**src/hdl/mp2_pkg.sv**
```systemverilog
// shared types and constants for the 2x2 stride-2 max pooling block
// no dependencies; imported by every module under hdl

package mp2_pkg;

  localparam int DEF_MAX_ROW_WIDTH = 1024;
  localparam int DEF_PIXEL_BITS    = 16;

  // configuration port
  localparam int CFG_BITS       = 11;
  localparam int CFG_INDEX_BITS = 2;

  localparam int ROW_WIDTH_RESET  = 4;
  localparam int FRAME_ROWS_RESET = 4;
  localparam int FRAME_ROWS_MIN   = 2;
  localparam int FRAME_ROWS_MAX   = 1024;
  localparam int ROW_WIDTH_MIN    = 2;
  localparam int ROW_BITS         = 10;

  // depth of the queue between front and back
  localparam int QUEUE_DEPTH = 4;
  localparam int QUEUE_PTR_BITS = 2;

  typedef enum logic [CFG_INDEX_BITS-1:0] {
    REG_ROW_WIDTH  = 2'd0,
    REG_FRAME_ROWS = 2'd1
  } cfg_reg_t;

  // classification of one horizontal pixel pair
  typedef struct packed {
    logic emit;          // odd row: combine with line store and send out
    logic end_of_row;
    logic end_of_frame;
  } pair_ctl_t;

endpackage

```
**src/hdl/mp2_front.sv**
```systemverilog
// front end: configuration registers, column/row counters, pair classification
// depends on mp2_pkg

module mp2_front #(
  parameter int MAX_ROW_WIDTH = mp2_pkg::DEF_MAX_ROW_WIDTH,
  parameter int PIXEL_BITS    = mp2_pkg::DEF_PIXEL_BITS,
  parameter int IDX_BITS      = 9
) (
  input  logic                               clk,
  input  logic                               rst,
  input  logic                               cfg_valid,
  input  logic [mp2_pkg::CFG_INDEX_BITS-1:0] cfg_index,
  input  logic [mp2_pkg::CFG_BITS-1:0]       cfg_data,
  input  logic                               pix_valid,
  output logic                               pix_ready,
  input  logic signed [PIXEL_BITS-1:0]       pixel,
  input  logic                               q_ready,
  output logic                               q_push,
  output mp2_pkg::pair_ctl_t                 q_ctl,
  output logic [IDX_BITS-1:0]                q_idx,
  output logic signed [PIXEL_BITS-1:0]       q_left,
  output logic signed [PIXEL_BITS-1:0]       q_right
);
  import mp2_pkg::*;

  localparam int LINE_DEPTH = MAX_ROW_WIDTH / 2;
  localparam int COL_BITS   = $clog2(MAX_ROW_WIDTH + 1);

  function automatic logic [COL_BITS-1:0] clamp_width(input logic [CFG_BITS-1:0] v);
    logic [COL_BITS-1:0] res;
    if (32'(v) < 32'(ROW_WIDTH_MIN)) res = COL_BITS'(ROW_WIDTH_MIN);
    else if (32'(v) > 32'(MAX_ROW_WIDTH)) res = COL_BITS'(MAX_ROW_WIDTH);
    else res = COL_BITS'(v);
    return res;
  endfunction

  function automatic logic [CFG_BITS-1:0] clamp_rows(input logic [CFG_BITS-1:0] v);
    logic [CFG_BITS-1:0] res;
    if (32'(v) < 32'(FRAME_ROWS_MIN)) res = CFG_BITS'(FRAME_ROWS_MIN);
    else if (32'(v) > 32'(FRAME_ROWS_MAX)) res = CFG_BITS'(FRAME_ROWS_MAX);
    else res = v;
    return res;
  endfunction

  logic [COL_BITS-1:0]        width_eff;
  logic [CFG_BITS-1:0]        rows_eff;
  logic [COL_BITS-1:0]        column_count;
  logic [ROW_BITS-1:0]        row_count;
  logic signed [PIXEL_BITS-1:0] left_pixel;

  logic                       accept;
  logic [COL_BITS-2:0]        pair_idx;
  logic                       idx_ok;
  logic                       last_col;
  logic                       last_row;

  // a register write takes the cycle, so no pixel transfer can coincide with it
  assign pix_ready = q_ready & ~cfg_valid;
  assign accept    = pix_valid & pix_ready;
  assign pair_idx  = column_count[COL_BITS-1:1];
  assign idx_ok    = COL_BITS'(pair_idx) < COL_BITS'(LINE_DEPTH);
  assign last_col  = (COL_BITS + 1)'(column_count) + (COL_BITS + 1)'(1)
                     >= (COL_BITS + 1)'(width_eff);
  assign last_row  = CFG_BITS'(row_count) + CFG_BITS'(1) >= rows_eff;

  always_comb begin
    q_push             = accept & column_count[0] & idx_ok;
    q_idx              = pair_idx[IDX_BITS-1:0];
    q_left             = left_pixel;
    q_right            = pixel;
    q_ctl.emit         = row_count[0];
    q_ctl.end_of_row   = COL_BITS'(pair_idx) + COL_BITS'(1) >= (width_eff >> 1);
    q_ctl.end_of_frame = q_ctl.end_of_row &&
                         (CFG_BITS'(row_count[ROW_BITS-1:1]) + CFG_BITS'(1)
                          >= (rows_eff >> 1));
  end

  always_ff @(posedge clk) begin
    if (rst) begin
      width_eff    <= clamp_width(CFG_BITS'(ROW_WIDTH_RESET));
      rows_eff     <= clamp_rows(CFG_BITS'(FRAME_ROWS_RESET));
      column_count <= '0;
      row_count    <= '0;
      left_pixel   <= '0;
    end else if (cfg_valid) begin
      // a write to the row width or frame rows register restarts the frame
      case (cfg_reg_t'(cfg_index))
        REG_ROW_WIDTH: begin
          width_eff    <= clamp_width(cfg_data);
          column_count <= '0;
          row_count    <= '0;
        end
        REG_FRAME_ROWS: begin
          rows_eff     <= clamp_rows(cfg_data);
          column_count <= '0;
          row_count    <= '0;
        end
        default: begin
        end
      endcase
    end else if (accept) begin
      if (!column_count[0]) begin
        left_pixel <= pixel;
      end
      if (last_col) begin
        column_count <= '0;
        row_count    <= last_row ? '0 : row_count + ROW_BITS'(1);
      end else begin
        column_count <= column_count + COL_BITS'(1);
      end
    end
  end

endmodule

```
**config.mk**
```make
export PLATFORM = sky130hd
export DESIGN_NAME = mp2_front
export DESIGN_NICKNAME = d
export VERILOG_FILES = /design/src/hdl/mp2_pkg.sv /design/src/hdl/mp2_front.sv
export SDC_FILE = /design/constraint.sdc
export NUM_CORES = 1
export LEC_CHECK = 0
export BUFFER_PORTS_ARGS = -buffer_cell sky130_fd_sc_hd__buf_2
export CAP_MARGIN = 20
export CORE_MARGIN = 2
export CORE_UTILIZATION = 61
export CTS_CLUSTER_DIAMETER = 150
export DETAILED_ROUTE_END_ITERATION = 8
export GPL_ROUTABILITY_DRIVEN = 0
export PLACE_DENSITY = 0.87
export SYNTH_ARGS = -nofsm -noshare
export SYNTH_HDL_FRONTEND = slang
export SYNTH_SLANG_ARGS = --single-unit
```
**constraint.sdc**
```tcl
create_clock -name clk -period 4.6 [get_ports clk]
set_input_delay 0.69 -clock clk [delete_from_list [all_inputs] [get_ports clk]]
set_output_delay 0.69 -clock clk [all_outputs]
set_load 0.005 [all_outputs]
```
==> results.tsv <==
stage	metric	value	unit
pwr	power.density	273.3	nW/um^2
setup_path	critical_path_class	reg -> out	
placement	io_buffers	79	
run	max-cap-violations	0	
setup_path	setup.worst_path.end_class	output pin	
cts	htree_levels	3	
timing	worst-slew-pin-transition	0.9899	ns
cts	clkSlewWorstSetupHoldPaths	0.08	ns
timing	hold_violations	0	
status	status	finished, final reports clean	
cts	cts_tree	built	
route	met3_length	809	um
route	ant_nets	0	
pwr	p_switching	320.9	uW
finish	mostFrequentLayoutCells	nand2_1 (103), buf_2 (79), a21oi_1 (59), dfxtp_1 (59), ha_1 (46)	
finish	antenna_cells	0	
yosys	synth_cell_type_count	55	
setup_path	cp_data_required_time	3.91	ns
placement	placed_area	4335	um^2
timing	setup_viol	0	
finish	post-route-util	68.61	%
yosys	synth.cell_area	4140	um^2
cts	post_cts_resized	0	
floorplanning	io_pins	80	
pwr	p_seq_share	42.1	%
route	wl_per_cell	16.06	um
setup_path	reg2reg_slack	0.92	ns
timing	slew_headroom	33.76	%
timing	finClkSkew	0.008730	ns
global_routing	track_usage	28.65	%
route	first_iter_violations	330	
yosys	yosys.area.top_type	dfxtp_1	
placement	hpwl	7729	um
setup_path	r2r_cells	11	
route	drcViolationCount	0	
finish	fill_cells	523	
floorplanning	die_w	86.39	um
cts	clockRootBuffer	clkbuf_8	
cts	post_cts.repair.setup_buffers	0	
route	via_per_inst	5.956	
floorplanning	coreArea	6681	um^2
timing	rsz0062_at_grt	no	
setup_path	critPathLaunchType	register	
yosys	ys_seq_area_share	28.53	%
global_routing	grt-ovfl-total	0	
floorplanning	die_height	86.39	um
yosys	yosys-top-cells-area	dfxtp_1 (29%), ha_1 (14%), nand2_1 (9.3%)	
finish	drive_gt1_share	19.48	%
cts	numCtsBuffers	9	
timing	finalSetupTns	0	ns
pwr	power_frac_comb	9.8	%
yosys	synth_edf_count	0	
setup_path	timing.rr.start	row_count[0]$_SDFFE_PP0P_	
worst_hold_path	hold_depth	2	
setup_path	critPathArrivalTime	2.99	ns
pwr	p_leak	2.055	nW
timing	post-route-min-period	3.684	ns
timing	drv_slew	0	
setup_path	slowest_stage	dfxtp_1	
route	met1Wirelength	4507	um
cts	clk_latency	0.35	ns
floorplanning	die-area	7462	um^2
cts	clock_path_buffers	2	
setup_path	r2r-end	row_count[6]$_SDFFE_PP0P_	
finish	final_common_cell	nand2_1	
global_routing	grt_pass1_vias	3683	
route	dr.max_layer_used	met4	
finish	syn_to_final_growth	10.73	%
global_routing	grt_pass1_wl	17040	um
timing	fmax	271.4	MHz
yosys	ys_warn_count	0	
floorplanning	std_cell_rows	30	
global_routing	antenna_found_initial	0	
route	first_pass_iters	7	
global_routing	grt_start_max_net_pins	52	
pwr	pwr-share-clk	48.1	%
route	met2_length	4985	um
yosys	syn_inst	529	
setup_path	crit_fanout	9	
floorplanning	initial_core_util	61.97	%
yosys	avgSynthCellArea	7.827	um^2
pwr	swShare	25.61	%
yosys	syn-num-nets	609	
yosys	synth-seq-cells	59	
yosys	synth-async-reset-ratio	0	%
yosys	synthFlopType	dfxtp_1	
route	vias	3901	
worst_hold_path	worstHoldStart	q_left[1]$_SDFFE_PP0P_	
timing	period_share	80.09	%
setup_path	path_cells	ha_1 > and2_1 > nand2_1 > xnor2_1 > ha_1 > o21a_1 > o21ai_0 > a21oi_1 > a311oi_1 > a22oi_1 > buf_2	
pwr	intPower	932.2	uW
worst_hold_path	hp-class	reg -> reg	
setup_path	crit_top_cell	ha_1	
worst_hold_path	whs_endpoint	q_left[1]$_SDFFE_PP0P_	
finish	fin_area	4584	um^2
finish	fin_nets	650	
timing	holdWs	0.4530	ns
cts	clock_sinks	59	
pwr	peakVddDrop	0.0002703	V
setup_path	max_stage_delay	0.51	ns
cts	cts_hold_buf	0	
yosys	synth_top_area_share	28.53	%
route	wirelength	10520	um
-- cell usage after synthesis, drive strengths merged, types with 6 or more instances --
cell / number
o21ai: 8
and3: 7
nand2: 103
clkbuf: 16
nand3: 23
nor2: 24
inv: 27
ha: 46
o211ai: 7
a21oi: 60
dfxtp: 59
xor2: 11
nand2b: 9
nand4: 6
buf: 34
xnor2: 19
nor2b: 13
-- power groups by stage --
stage | Combinational, mW | Sequential, mW | Clock (mW)
finish | 0.122 | 0.528 | 0.603
global route | 0.134 | 0.529 | 0.621
CTS | 0.121 | 0.528 | 0.597
detailed placement | 0.119 | 0.539 | 0
global placement | 0.115 | 0.539 | 0
floorplan | 0.0808 | 0.539 | 0
-- registers in the layout, indices dropped and copies added, names as in the netlist --
signal / count
column_count: 11
q_left: 16
row_count: 10
rows_eff: 11
width_eff: 11
-- metal layers --
metal	track usage [%]	up-vias
met5	0	-
met4	10.80	0
met3	4.762	26
met2	47.69	199
met1	37.24	1801
li1	-	1875
-- area by class of cell --
cell class / count / area (um^2) / area share, %
clock buffers: 9 / 123.9 / 2.702
clock inverters: 7 / 125.1 / 2.729
inverters: 28 / 105.1 / 2.293
multi-input cells: 392 / 2546 / 55.54
flip-flops and latches: 59 / 1181 / 25.76
well taps: 80 / 100.1 / 2.183
repair buffers: 80 / 402.9 / 8.788
-- worst max path at each step --
stage,startpoint,endpoint,depth (start not counted)
global placement,row_count[0]$_SDFFE_PP0P_,row_count[8]$_SDFFE_PP0P_,11
floorplan,column_count[2]$_SDFFE_PP0P_,column_count[9]$_SDFFE_PP0P_,12
global route,row_count[0]$_SDFFE_PP0P_,row_count[8]$_SDFFE_PP0P_,11
detailed placement,row_count[0]$_SDFFE_PP0P_,row_count[8]$_SDFFE_PP0P_,11
CTS,column_count[2]$_SDFFE_PP0P_,q_ctl[0],11
finish,column_count[2]$_SDFFE_PP0P_,q_ctl[0],11
-- kinds of logic (layout without fill, tap and decap cells) --
| group | count (synthesis) | count (layout) | synth area share [%] |
|---|---|---|---|
| xor gates and xnor gates | 30 | 30 | 6.346 |
| DFF | 59 | 59 | 28.53 |
| AOI/OAI and AO/OA | 103 | 103 | 16.26 |
| and+or+nand+nor | 212 | 212 | 24.72 |
| adders and majority gates | 46 | 46 | 13.90 |
| muxes | 1 | 1 | 0.2720 |
| buffers and inverters | 78 | 124 | 9.973 |
-- critical path, delay by kind of cell (launching register included) --
| family | cells | cell delay, ns |
|---|---|---|
| xor+xnor | 1 | 0.14 |
| flops | 1 | 0.51 |
| simple gates | 2 | 0.33 |
| compound gates | 5 | 0.88 |
| buf+inv | 1 | 0.14 |
| fa+ha+maj | 2 | 0.65 |
-- stage by stage --
stage / worst slack [ns] / total power [mW] / instances
3_5_place_dp: 1.038 / 0.6583 / 639
5_1_grt: 0.6200 / 1.285 / 655
6_report: 0.9157 / 1.253 / 655
3_3_place_gp: 1.191 / 0.6536 / 639
4_1_cts: 0.9603 / 1.246 / 655
2_1_floorplan: 1.515 / 0.6194 / 529
Note: power is estimated with default switching activity, not from simulation.
