[config.mk]
export PLATFORM = sky130hd
export DESIGN_NAME = mp2_queue
export DESIGN_NICKNAME = d
export VERILOG_FILES = /design/src/hdl/mp2_pkg.sv /design/src/hdl/mp2_queue.sv
export SDC_FILE = /design/constraint.sdc
export NUM_CORES = 1
export LEC_CHECK = 0
export BUFFER_PORTS_ARGS = -buffer_cell sky130_fd_sc_hd__buf_2
export CORE_MARGIN = 1
export CORE_UTILIZATION = 40
export CTS_BUF_LIST = sky130_fd_sc_hd__clkbuf_8 sky130_fd_sc_hd__clkbuf_16
export DETAILED_ROUTE_END_ITERATION = 8
export PLACE_DENSITY = 0.64
export RECOVER_POWER = 100
export REMOVE_ABC_BUFFERS = 1
export SKIP_CTS_REPAIR_TIMING = 1
export SYNTH_ARGS = -nofsm -noshare
export SYNTH_HDL_FRONTEND = slang
export SYNTH_SLANG_ARGS = --single-unit
[constraint.sdc]
create_clock -name clk -period 2 [get_ports clk]
set_input_delay 0.4 -clock clk [delete_from_list [all_inputs] [get_ports clk]]
set_output_delay 0.4 -clock clk [all_outputs]
set_load 0.005 [all_outputs]
[src/hdl/mp2_pkg.sv]
// shared types and constants for the 2x2 stride-2 max pooling block
// no dependencies; imported by every module under hdl

package mp2_pkg;

  localparam int DEF_MAX_ROW_WIDTH = 1024;
  localparam int DEF_PIXEL_BITS    = 16;

  // configuration port
  localparam int CFG_BITS       = 11;
  localparam int CFG_INDEX_BITS = 2;

  localparam int ROW_WIDTH_RESET  = 4;
  localparam int FRAME_ROWS_RESET = 4;
  localparam int FRAME_ROWS_MIN   = 2;
  localparam int FRAME_ROWS_MAX   = 1024;
  localparam int ROW_WIDTH_MIN    = 2;
  localparam int ROW_BITS         = 10;

  // depth of the queue between front and back
  localparam int QUEUE_DEPTH = 4;
  localparam int QUEUE_PTR_BITS = 2;

  typedef enum logic [CFG_INDEX_BITS-1:0] {
    REG_ROW_WIDTH  = 2'd0,
    REG_FRAME_ROWS = 2'd1
  } cfg_reg_t;

  // classification of one horizontal pixel pair
  typedef struct packed {
    logic emit;          // odd row: combine with line store and send out
    logic end_of_row;
    logic end_of_frame;
  } pair_ctl_t;

endpackage

[src/hdl/mp2_queue.sv]
// short fifo that decouples pair classification from the line store back end
// depends on mp2_pkg for its depth

module mp2_queue #(
  parameter int DATA_BITS = 8
) (
  input  logic                 clk,
  input  logic                 rst,
  input  logic                 push,
  input  logic [DATA_BITS-1:0] push_data,
  output logic                 not_full,
  input  logic                 pop,
  output logic                 not_empty,
  output logic [DATA_BITS-1:0] head_data
);
  import mp2_pkg::*;

  logic [DATA_BITS-1:0]      slots [QUEUE_DEPTH];
  logic [QUEUE_PTR_BITS-1:0] wr_ptr;
  logic [QUEUE_PTR_BITS-1:0] rd_ptr;
  logic [QUEUE_PTR_BITS:0]   fill;

  assign not_full  = fill != (QUEUE_PTR_BITS + 1)'(QUEUE_DEPTH);
  assign not_empty = fill != '0;
  assign head_data = slots[rd_ptr];

  always_ff @(posedge clk) begin
    if (push) begin
      slots[wr_ptr] <= push_data;
    end
  end

  always_ff @(posedge clk) begin
    if (rst) begin
      wr_ptr <= '0;
      rd_ptr <= '0;
      fill   <= '0;
    end else begin
      if (push) wr_ptr <= wr_ptr + QUEUE_PTR_BITS'(1);
      if (pop)  rd_ptr <= rd_ptr + QUEUE_PTR_BITS'(1);
      case ({push, pop})
        2'b10:   fill <= fill + (QUEUE_PTR_BITS + 1)'(1);
        2'b01:   fill <= fill - (QUEUE_PTR_BITS + 1)'(1);
        default: fill <= fill;
      endcase
    end
  end

endmodule

==> results of run 1 <==
==> sequential cells by signal, summed over array words and instances (netlist names), named ones only <==
signal and cells:
slots 32, fill 3, rd_ptr 2, wr_ptr 2
==> cells by family after synthesis <==
group,count (synthesis),share of synthesized area [%]
and+or+nand+nor,16,4.79
muxes,9,11.9
DFF,41,71.6
xor gates and xnor gates,5,2.75
buffers and inverters,9,2.75
adders and majority gates,6,5.18
AOI/OAI and AO/OA,3,0.942
==> through the flow <==
stage | instance area [um2] | hold slack (ns) | utilization (%)
finish | 1840 | 0.369 | 49.2
global route | 1840 | 0.388 | 49.2
CTS | 1860 | 0.320 | 49.7
detailed placement | 1750 | 0.505 | 46.8
global placement | 1750 | 0.477 | 46.8
floorplan | 1570 | 0.460 | -
==> area by class of cell <==
class                   count  area (um2)
multi-input cells          39         408
clock inverters             3        38.8
flip-flops and latches     41        1140
repair buffers             23         101
inverters                   6        22.5
clock buffers               5        68.8
well taps                  48        60.1
fillers                   349        1900
==> worst max-delay path: cells and delay by family, from the launching register on <==
kind,cells,cell delay [ns]
muxes,1,0.52
DFF,1,0.34
buffers and inverters,2,0.31
==> power breakdown <==
part           switching [mW]  internal (mW)  total, mW
registers              0.0266          0.971      0.997
clock network           0.258          0.365      0.623
logic                  0.0947         0.0944      0.189
==> how the worst max path moves through the flow <==
stage / depth (start not counted) / to / slack [ns] / from
6_report: 3 / head_data[6] / 0.15 / flop
3_3_place_gp: 8 / fill[2]$_SDFFE_PP0P_ / 0.17 / push
5_1_grt: 3 / head_data[6] / 0.08 / flop
2_1_floorplan: 7 / fill[2]$_SDFFE_PP0P_ / 0.35 / push
4_1_cts: 3 / head_data[0] / 0.13 / flop
3_5_place_dp: 8 / fill[2]$_SDFFE_PP0P_ / 0.04 / push
==> cell usage after synthesis (all sizes together) <==
library cell	n	share of area, %
mux2i	1	0.63
buf	1	0.71
nand3	1	0.31
dfxtp	9	11
nor2	8	1.9
a21oi	2	0.63
edfxtp	32	60
clkbuf	2	0.63
o21ai	1	0.31
nand2	1	0.24
and2	4	1.6
inv	6	1.4
ha	5	3.9
xor2	3	1.6
xnor2	2	1.1
fa	1	1.3
or3	2	0.79
mux4	8	11
==> layout by cell type (no fill, tap or decap), drive strengths merged <==
master	count
nand2	1
xor2	3
xnor2	2
nand3	1
clkbuf	19
nor2	8
ha	5
edfxtp	32
a21oi	2
bufinv	1
dfxtp	9
clkinv	1
o21ai	1
mux2i	1
or3	2
and2	4
buf	9
mux4	8
fa	1
inv	7
==> metal layers <==
layer	vias to the layer above	GRT usage, %
li1	377	-
met1	400	14.7
met2	18	25.3
met3	7	4.34
met4	0	6.52
met5	-	0
==> impl_metrics.py, run 1 <==
metrics = {
    "global_routing": {
        "antenna_found_initial": 0,
        "grt_pass1_wl_mm": 4.05,
        "grt_max_degree": 14,
        "grt_pass1_vias": 869,
        "grt_use_total_pct": 14.0,
        "overflow": 0,
    },
    "route": {
        "wl_per_cell_um": 15.1,
        "route.met3.wl_um": 113,
        "first_pass_iters": 4,
        "m1WireLength_um": 949,
        "drt.antenna.violating_nets": 0,
        "vias": 802,
        "drc": 0,
        "wl_met2_mm": 1.37,
        "drtIter0Drc": 39,
        "highest_layer": "met4",
        "finalWirelength_mm": 2.49,
        "viasPerCell": 4.86,
    },
    "placement": {
        "dp_hpwl_mm": 1.74,
        "dp_cells": 157,
        "place_congestion": 0.688,
        "port-buffer-count": 21,
        "place_ws_ns": 0.0421,
    },
    "power_and_ir_drop": {
        "power.leakage_nw": 0.642,
        "p_total_mw": 1.81,
        "peakVddDrop_v": 0.000430,
        "power.density_nw_per_um2": 983,
    },
    "cells_and_area": {
        "area_growth_pct": 15.6,
        "nNetsFinal": 134,
        "drive_above_1_share_pct": 21.4,
        "antenna_cells": 0,
        "instances_no_fill": 165,
    },
    "synth": {
        "syn-cell-area_um2": 1590,
        "yosys_warnings": 0,
        "synthDistinctLibCells": 18,
        "ys_seq_elements": 41,
        "seq_area_frac_synth_pct": 71.6,
        "syn_avg_cell_area_um2": 17.9,
        "netlist_instances": 89,
    },
    "cts": {
        "clockBufferDepth": 2,
        "cts_buffers": 5,
        "cts-root-buf": "clkbuf_8",
        "clk_pin_slew_ns": 0.07,
        "cts_tree": "built",
        "htreeDepth": 2,
        "clock_sinks": 41,
        "clock_latency_ns": 0.29,
    },
    "outcome": {
        "status": "finished, final reports clean",
    },
    "setup_path": {
        "arrival_ns": 1.45,
        "slowest_delay_ns": 0.52,
        "crit_type": "reg2out",
        "r2r_end": "fill[2]$_SDFFE_PP0P_",
        "start_kind": "flop",
        "reg2reg_depth": 5,
        "r2r_start": "fill[0]$_SDFFE_PP0P_",
        "crit_chain": "clkbuf_2 > mux4_2 > buf_2",
        "reg2reg_slack_ns": 0.39,
        "required_ns": 1.60,
        "critPathSlowestCell": "mux4_2",
        "path_max_fanout": 3,
        "cp-end-kind": "primary output",
    },
    "worst_hold_path": {
        "hp-start": "push_data[3]",
        "min_path_type": "in2reg",
        "hold_end": "slots[1][3]$_DFFE_PP_",
        "hold_path_depth": 1,
    },
    "sta": {
        "fin_setup_tns_ns": 0,
        "relSlewSlack_pct": 57.4,
        "finalHoldViolations": 0,
        "worstMarginPinSlew_ns": 0.639,
        "fin_ws_ns": 0.153,
        "min_period_over_period_pct": 92.3,
        "fin_crit_ns": 1.85,
        "skew_ns": 0.00483,
        "achievable-frequency_ghz": 0.541,
        "rsz0062_at_grt": "no",
        "setup_viol": 0,
        "drv_slew": 0,
    },
    "die": {
        "num_rows": 22,
        "start_util_pct": 42.5,
        "dieHeight_um": 65.1,
        "coreArea_um2": 3740,
        "num_io_pins": 22,
        "die-area_um2": 4240,
        "die_x_um": 65.1,
    },
    "run": {
        "maxCapViolations": 0,
    },
}
Note: power is estimated with default switching activity, not from simulation.
==> run 2: changes to the inputs <==
--- a/config.mk
+++ b/config.mk
@@ -6,11 +6,13 @@
 export NUM_CORES = 1
 export LEC_CHECK = 0
 export BUFFER_PORTS_ARGS = -buffer_cell sky130_fd_sc_hd__buf_2
+export CELL_PAD_IN_SITES_DETAIL_PLACEMENT = 1
+export CELL_PAD_IN_SITES_GLOBAL_PLACEMENT = 1
 export CORE_MARGIN = 1
 export CORE_UTILIZATION = 40
 export CTS_BUF_LIST = sky130_fd_sc_hd__clkbuf_8 sky130_fd_sc_hd__clkbuf_16
 export DETAILED_ROUTE_END_ITERATION = 8
-export PLACE_DENSITY = 0.64
+export PLACE_DENSITY = 0.72
 export RECOVER_POWER = 100
 export REMOVE_ABC_BUFFERS = 1
 export SKIP_CTS_REPAIR_TIMING = 1
==> run 2 against run 1 <==
  * Non-clock buffer count down 1
  * Design area is 0.34% lower
  * Setup slack got worse by 0.021 ns
  * First-iteration DRC count is 21% higher
  * Worst hold slack gained 0.024 ns
  * Via count rose by 2.9%
  * Clock power about the same
  * Clock skew hardly changed
  * Maximum frequency is 1.1% lower
  * Combinational power increased by 3%
==> impl_metrics.py, run 2 (synthesis results as in run 1) <==
metrics = {
    "outcome": {
        "status": "finished, final reports clean",
    },
    "cells_and_area": {
        "final_cell_mix": "32 x edfxtp_1, 13 x clkbuf_1, 9 x dfxtp_1",
        "drive_above_1_share_pct": 19.8,
        "antenna_cells": 0,
        "top_register": "slots",
        "area_growth_pct": 15.2,
        "top_regs": "slots x32, fill x3",
        "largest_register_ffs": 32,
        "post-route-util_pct": 49.0,
        "nNetsFinal": 133,
        "final_common_cell": "edfxtp_1",
    },
    "sta": {
        "fin_ws_ns": 0.132,
        "min_period_over_period_pct": 93.4,
        "finalHoldViolations": 0,
        "achievable-frequency_ghz": 0.535,
        "skew_ns": 0.00522,
        "fin_crit_ns": 1.87,
        "relSlewSlack_pct": 56.3,
        "rsz0062_at_grt": "no",
        "worstMarginPinSlew_ns": 0.655,
        "fin_setup_tns_ns": 0,
        "drv_slew": 0,
        "setup_viol": 0,
    },
    "cts": {
        "clock_sinks": 41,
        "clock_latency_ns": 0.29,
        "htreeDepth": 2,
        "cts_buffers": 5,
        "clk_pin_slew_ns": 0.07,
        "cts_tree": "built",
        "cts-root-buf": "clkbuf_8",
        "clockBufferDepth": 2,
    },
    "placement": {
        "port-buffer-count": 21,
        "place_ws_ns": 0.0993,
        "dp_hpwl_mm": 1.92,
        "place_congestion": 0.713,
    },
    "global_routing": {
        "overflow": 0,
        "grt_pass1_vias": 926,
        "grt_pass1_wl_mm": 4.59,
        "grt_max_degree": 13,
        "grt_use_total_pct": 15.6,
        "antenna_found_initial": 0,
    },
    "worst_hold_path": {
        "min_path_type": "in2reg",
    },
    "die": {
        "die-area_um2": 4240,
        "num_io_pins": 22,
        "dieHeight_um": 65.1,
        "coreArea_um2": 3740,
        "die_x_um": 65.1,
        "num_rows": 22,
        "start_util_pct": 42.5,
    },
    "setup_path": {
        "required_ns": 1.60,
        "crit_chain": "buf_4 > mux4_2 > buf_2",
        "crit_type": "reg2out",
        "slowest_delay_ns": 0.52,
        "path_buf_inv": 2,
        "start_kind": "flop",
        "arrival_ns": 1.47,
        "path_max_fanout": 8,
        "path_delay_family": "multiplexers",
        "critPathSlowestCell": "mux4_2",
        "cp-end-kind": "primary output",
    },
    "route": {
        "viasPerCell": 5.03,
        "drc": 0,
        "drtIter0Drc": 47,
        "vias": 825,
        "finalWirelength_mm": 2.77,
        "wl_per_cell_um": 16.9,
        "first_pass_iters": 3,
        "drt.antenna.violating_nets": 0,
    },
    "power_and_ir_drop": {
        "p_total_mw": 1.82,
        "peakVddDrop_v": 0.000546,
        "power.leakage_nw": 0.636,
        "power.density_nw_per_um2": 990,
    },
    "run": {
        "maxCapViolations": 0,
    },
}
run 2: changes by cell type in the layout (fill, tap and decap cells not counted), sizes merged:
cell    change
clkbuf      -1
run 2: path summary, 6_finish.rpt:
kind / endpoint / slack (ns) / from / cells past startpoint
setup / recovery: head_data[2] / 0.13 / flop / 3
hold reg to reg: flop / 0.55 / rd_ptr[0]$_SDFFE_PP0P_ / 2
setup reg to reg: fill[2]$_SDFFE_PP0P_ / 0.37 / fill[0]$_SDFFE_PP0P_ / 5
hold / removal: slots[2][3]$_DFFE_PP_ / 0.39 / push_data[3] / 1
run 2: per-stage QoR:
step           cells  cell area (um2)  hold WS, ns
2_1_floorplan     86             1570        0.460
3_3_place_gp     156             1740        0.482
3_5_place_dp     156             1740        0.529
4_1_cts          164             1850        0.329
5_1_grt          164             1830        0.393
6_report         164             1830        0.393
run 2: where the power goes:
group | internal [mW] | switching (mW)
logic | 0.0939 | 0.101
registers | 0.971 | 0.0286
clock network | 0.363 | 0.259
run 2: metal layers:
metal / GRT usage, % / up-vias / routed length [um]
li1: - / 376 / -
met1: 17.6 / 425 / 1120
met2: 27.0 / 17 / 1500
met3: 5.73 / 7 / 96
met4: 5.98 / 0 / 59
met5: 0 / - / 0
run 2: layout make-up:
type,count,area [um2]
Fill cell,379,1910
Sequential cell,41,1140
Multi-Input combinational cell,39,408
Timing Repair Buffer,22,96.3
Clock buffer,5,68.8
Tap cell,48,60.1
Clock inverter,3,37.5
Inverter,6,22.5
==> run 3: changes to the inputs <==
--- a/config.mk
+++ b/config.mk
@@ -6,8 +6,10 @@
 export NUM_CORES = 1
 export LEC_CHECK = 0
 export BUFFER_PORTS_ARGS = -buffer_cell sky130_fd_sc_hd__buf_2
+export CAP_MARGIN = 5
 export CELL_PAD_IN_SITES_DETAIL_PLACEMENT = 1
 export CELL_PAD_IN_SITES_GLOBAL_PLACEMENT = 1
+export CORE_ASPECT_RATIO = 1.25
 export CORE_MARGIN = 1
 export CORE_UTILIZATION = 40
 export CTS_BUF_LIST = sky130_fd_sc_hd__clkbuf_8 sky130_fd_sc_hd__clkbuf_16
==> constraint.sdc (replaced) <==
create_clock -name clk -period 2.05 [get_ports clk]
set_input_delay 0.41 -clock clk [delete_from_list [all_inputs] [get_ports clk]]
set_output_delay 0.41 -clock clk [all_outputs]
set_load 0.005 [all_outputs]
==> run 3 against run 2 <==
  * Critical path depth is the same
  * Clock power shrank 23%
  * Power shrank 9.9%
  * Largest power group unchanged
  * Clock skew grew 0.0048 ns
  * Die area is essentially flat
  * Design area shrank 0.96%
  * Sequential power shrank 2.7%
  * Wire length shrank 8.4%
  * Global-route usage shrank 1.8 points
  * First-iteration DRC count shrank 70%
  * Non-clock buffer count is the same
  * Final cell count grew 3.7%
  * Critical path type unchanged
==> impl_metrics.py, run 3 (synthesis results as in run 1) <==
metrics = {
    "outcome": {
        "status": "finished, final reports clean",
    },
    "route": {
        "viasPerCell": 4.75,
        "drt.antenna.violating_nets": 0,
        "drtIter0Drc": 14,
        "first_pass_iters": 4,
        "vias": 807,
        "drc": 0,
        "wl_per_cell_um": 14.9,
        "finalWirelength_mm": 2.54,
    },
    "sta": {
        "fin_setup_tns_ns": 0,
        "min_period_over_period_pct": 92.7,
        "fin_crit_ns": 1.90,
        "rsz0062_at_grt": "no",
        "worstMarginPinSlew_ns": 0.638,
        "achievable-frequency_ghz": 0.526,
        "finalHoldViolations": 0,
        "whs_ns": 0.380,
        "setup_viol": 0,
        "drv_slew": 0,
        "relSlewSlack_pct": 57.5,
        "skew_ns": 0.00998,
    },
    "power_and_ir_drop": {
        "peakVddDrop_v": 0.000391,
        "power.density_nw_per_um2": 901,
        "p_total_mw": 1.64,
        "power.leakage_nw": 0.631,
    },
    "die": {
        "num_io_pins": 22,
        "start_util_pct": 42.1,
        "num_rows": 25,
        "coreArea_um2": 3780,
        "die-area_um2": 4240,
        "die_x_um": 58.4,
        "dieHeight_um": 72.6,
    },
    "run": {
        "maxCapViolations": 0,
    },
    "setup_path": {
        "start_kind": "flop",
        "cp-end-kind": "primary output",
        "r2r_start": "fill[0]$_SDFFE_PP0P_",
        "path_max_fanout": 8,
        "required_ns": 1.64,
        "arrival_ns": 1.49,
        "crit_type": "reg2out",
    },
    "worst_hold_path": {
        "min_path_type": "in2reg",
        "hp-start": "push_data[3]",
    },
    "placement": {
        "port-buffer-count": 21,
        "place_congestion": 0.653,
        "dp_hpwl_mm": 1.84,
    },
    "cells_and_area": {
        "top_regs": "slots x32, fill x3",
        "nNetsFinal": 133,
        "fill_cells": 382,
        "largest_register_ffs": 32,
        "area_growth_pct": 14.1,
        "final_cell_mix": "32 x edfxtp_1, 12 x clkbuf_1, 9 x dfxtp_1, 9 x buf_2",
        "top_register": "slots",
        "antenna_cells": 0,
        "final_common_cell": "edfxtp_1",
        "drive_above_1_share_pct": 19.8,
    },
    "global_routing": {
        "use_met3_pct": 4.99,
        "overflow": 0,
        "antenna_found_initial": 0,
        "busiest_layer": "met2",
        "grt_use_total_pct": 13.9,
        "grt_max_degree": 13,
        "grtUsageMet1_pct": 15.5,
        "grt_pass1_vias": 844,
        "grt_pass1_wl_mm": 4.05,
        "met2_usage_pct": 23.0,
    },
    "cts": {
        "cts-root-buf": "clkbuf_8",
        "cts_tree": "built",
        "clk_pin_slew_ns": 0.08,
        "clockBufferDepth": 2,
        "clock_sinks": 41,
        "cts_buffers": 5,
        "htreeDepth": 2,
        "clock_latency_ns": 0.29,
    },
}
==> run 3: changes by cell type in the layout (fill, tap and decap cells not counted), sizes merged <==
cell and delta:
bufinv -1, inv +1
==> run 3: layout make-up <==
class	count	area [um2]	share of cell area (%)
multi-input cells	39	408	22.5
well taps	54	67.6	3.72
clock inverters	3	11.3	0.620
repair buffers	22	97.6	5.37
flip-flops and latches	41	1140	62.8
inverters	6	22.5	1.24
clock buffers	5	68.8	3.79
==> run 3: metal layers <==
| metal | routed length, um | share of wire (%) | vias to the layer above |
|---|---|---|---|
| li1 | - | - | 375 |
| met1 | 1050 | 41 | 402 |
| met2 | 1310 | 52 | 23 |
| met3 | 105 | 4.1 | 7 |
| met4 | 69 | 2.7 | 0 |
| met5 | 0 | 0 | - |
==> run 3: metrics by stage <==
step / instances / setup WS [ns] / util (%) / cell area [um2]
6_report: 170 / 0.149 / 48.0 / 1820
5_1_grt: 170 / 0.0377 / 48.0 / 1820
4_1_cts: 170 / 0.152 / 48.4 / 1830
3_5_place_dp: 162 / 0.0960 / 46.3 / 1750
3_3_place_gp: 162 / 0.204 / 46.3 / 1750
2_1_floorplan: 86 / 0.392 / - / 1570
==> run 3: power by group <==
part | total, mW | internal [mW] | switching, mW | leakage, nW
Combinational | 0.186 | 0.0923 | 0.0933 | 0.214
Sequential | 0.972 | 0.947 | 0.0248 | 0.368
Clock | 0.479 | 0.227 | 0.252 | 0.0482
Total | 1.64 | 1.27 | 0.370 | 0.631
==> run 3: worst max-delay path: stages (launching register included) <==
cell and delay (ns):
dfxtp_1 0.31, clkbuf_4 0.23, mux4_2 0.52, buf_2 0.14
==> run 3: final timing paths <==
path	end	slack, ns	cells after the start
hold reg to reg	fill[1]$_SDFFE_PP0P_	0.52	2
hold / removal	slots[1][3]$_DFFE_PP_	0.38	1
setup / recovery	head_data[6]	0.15	3
setup reg to reg	fill[2]$_SDFFE_PP0P_	0.47	5
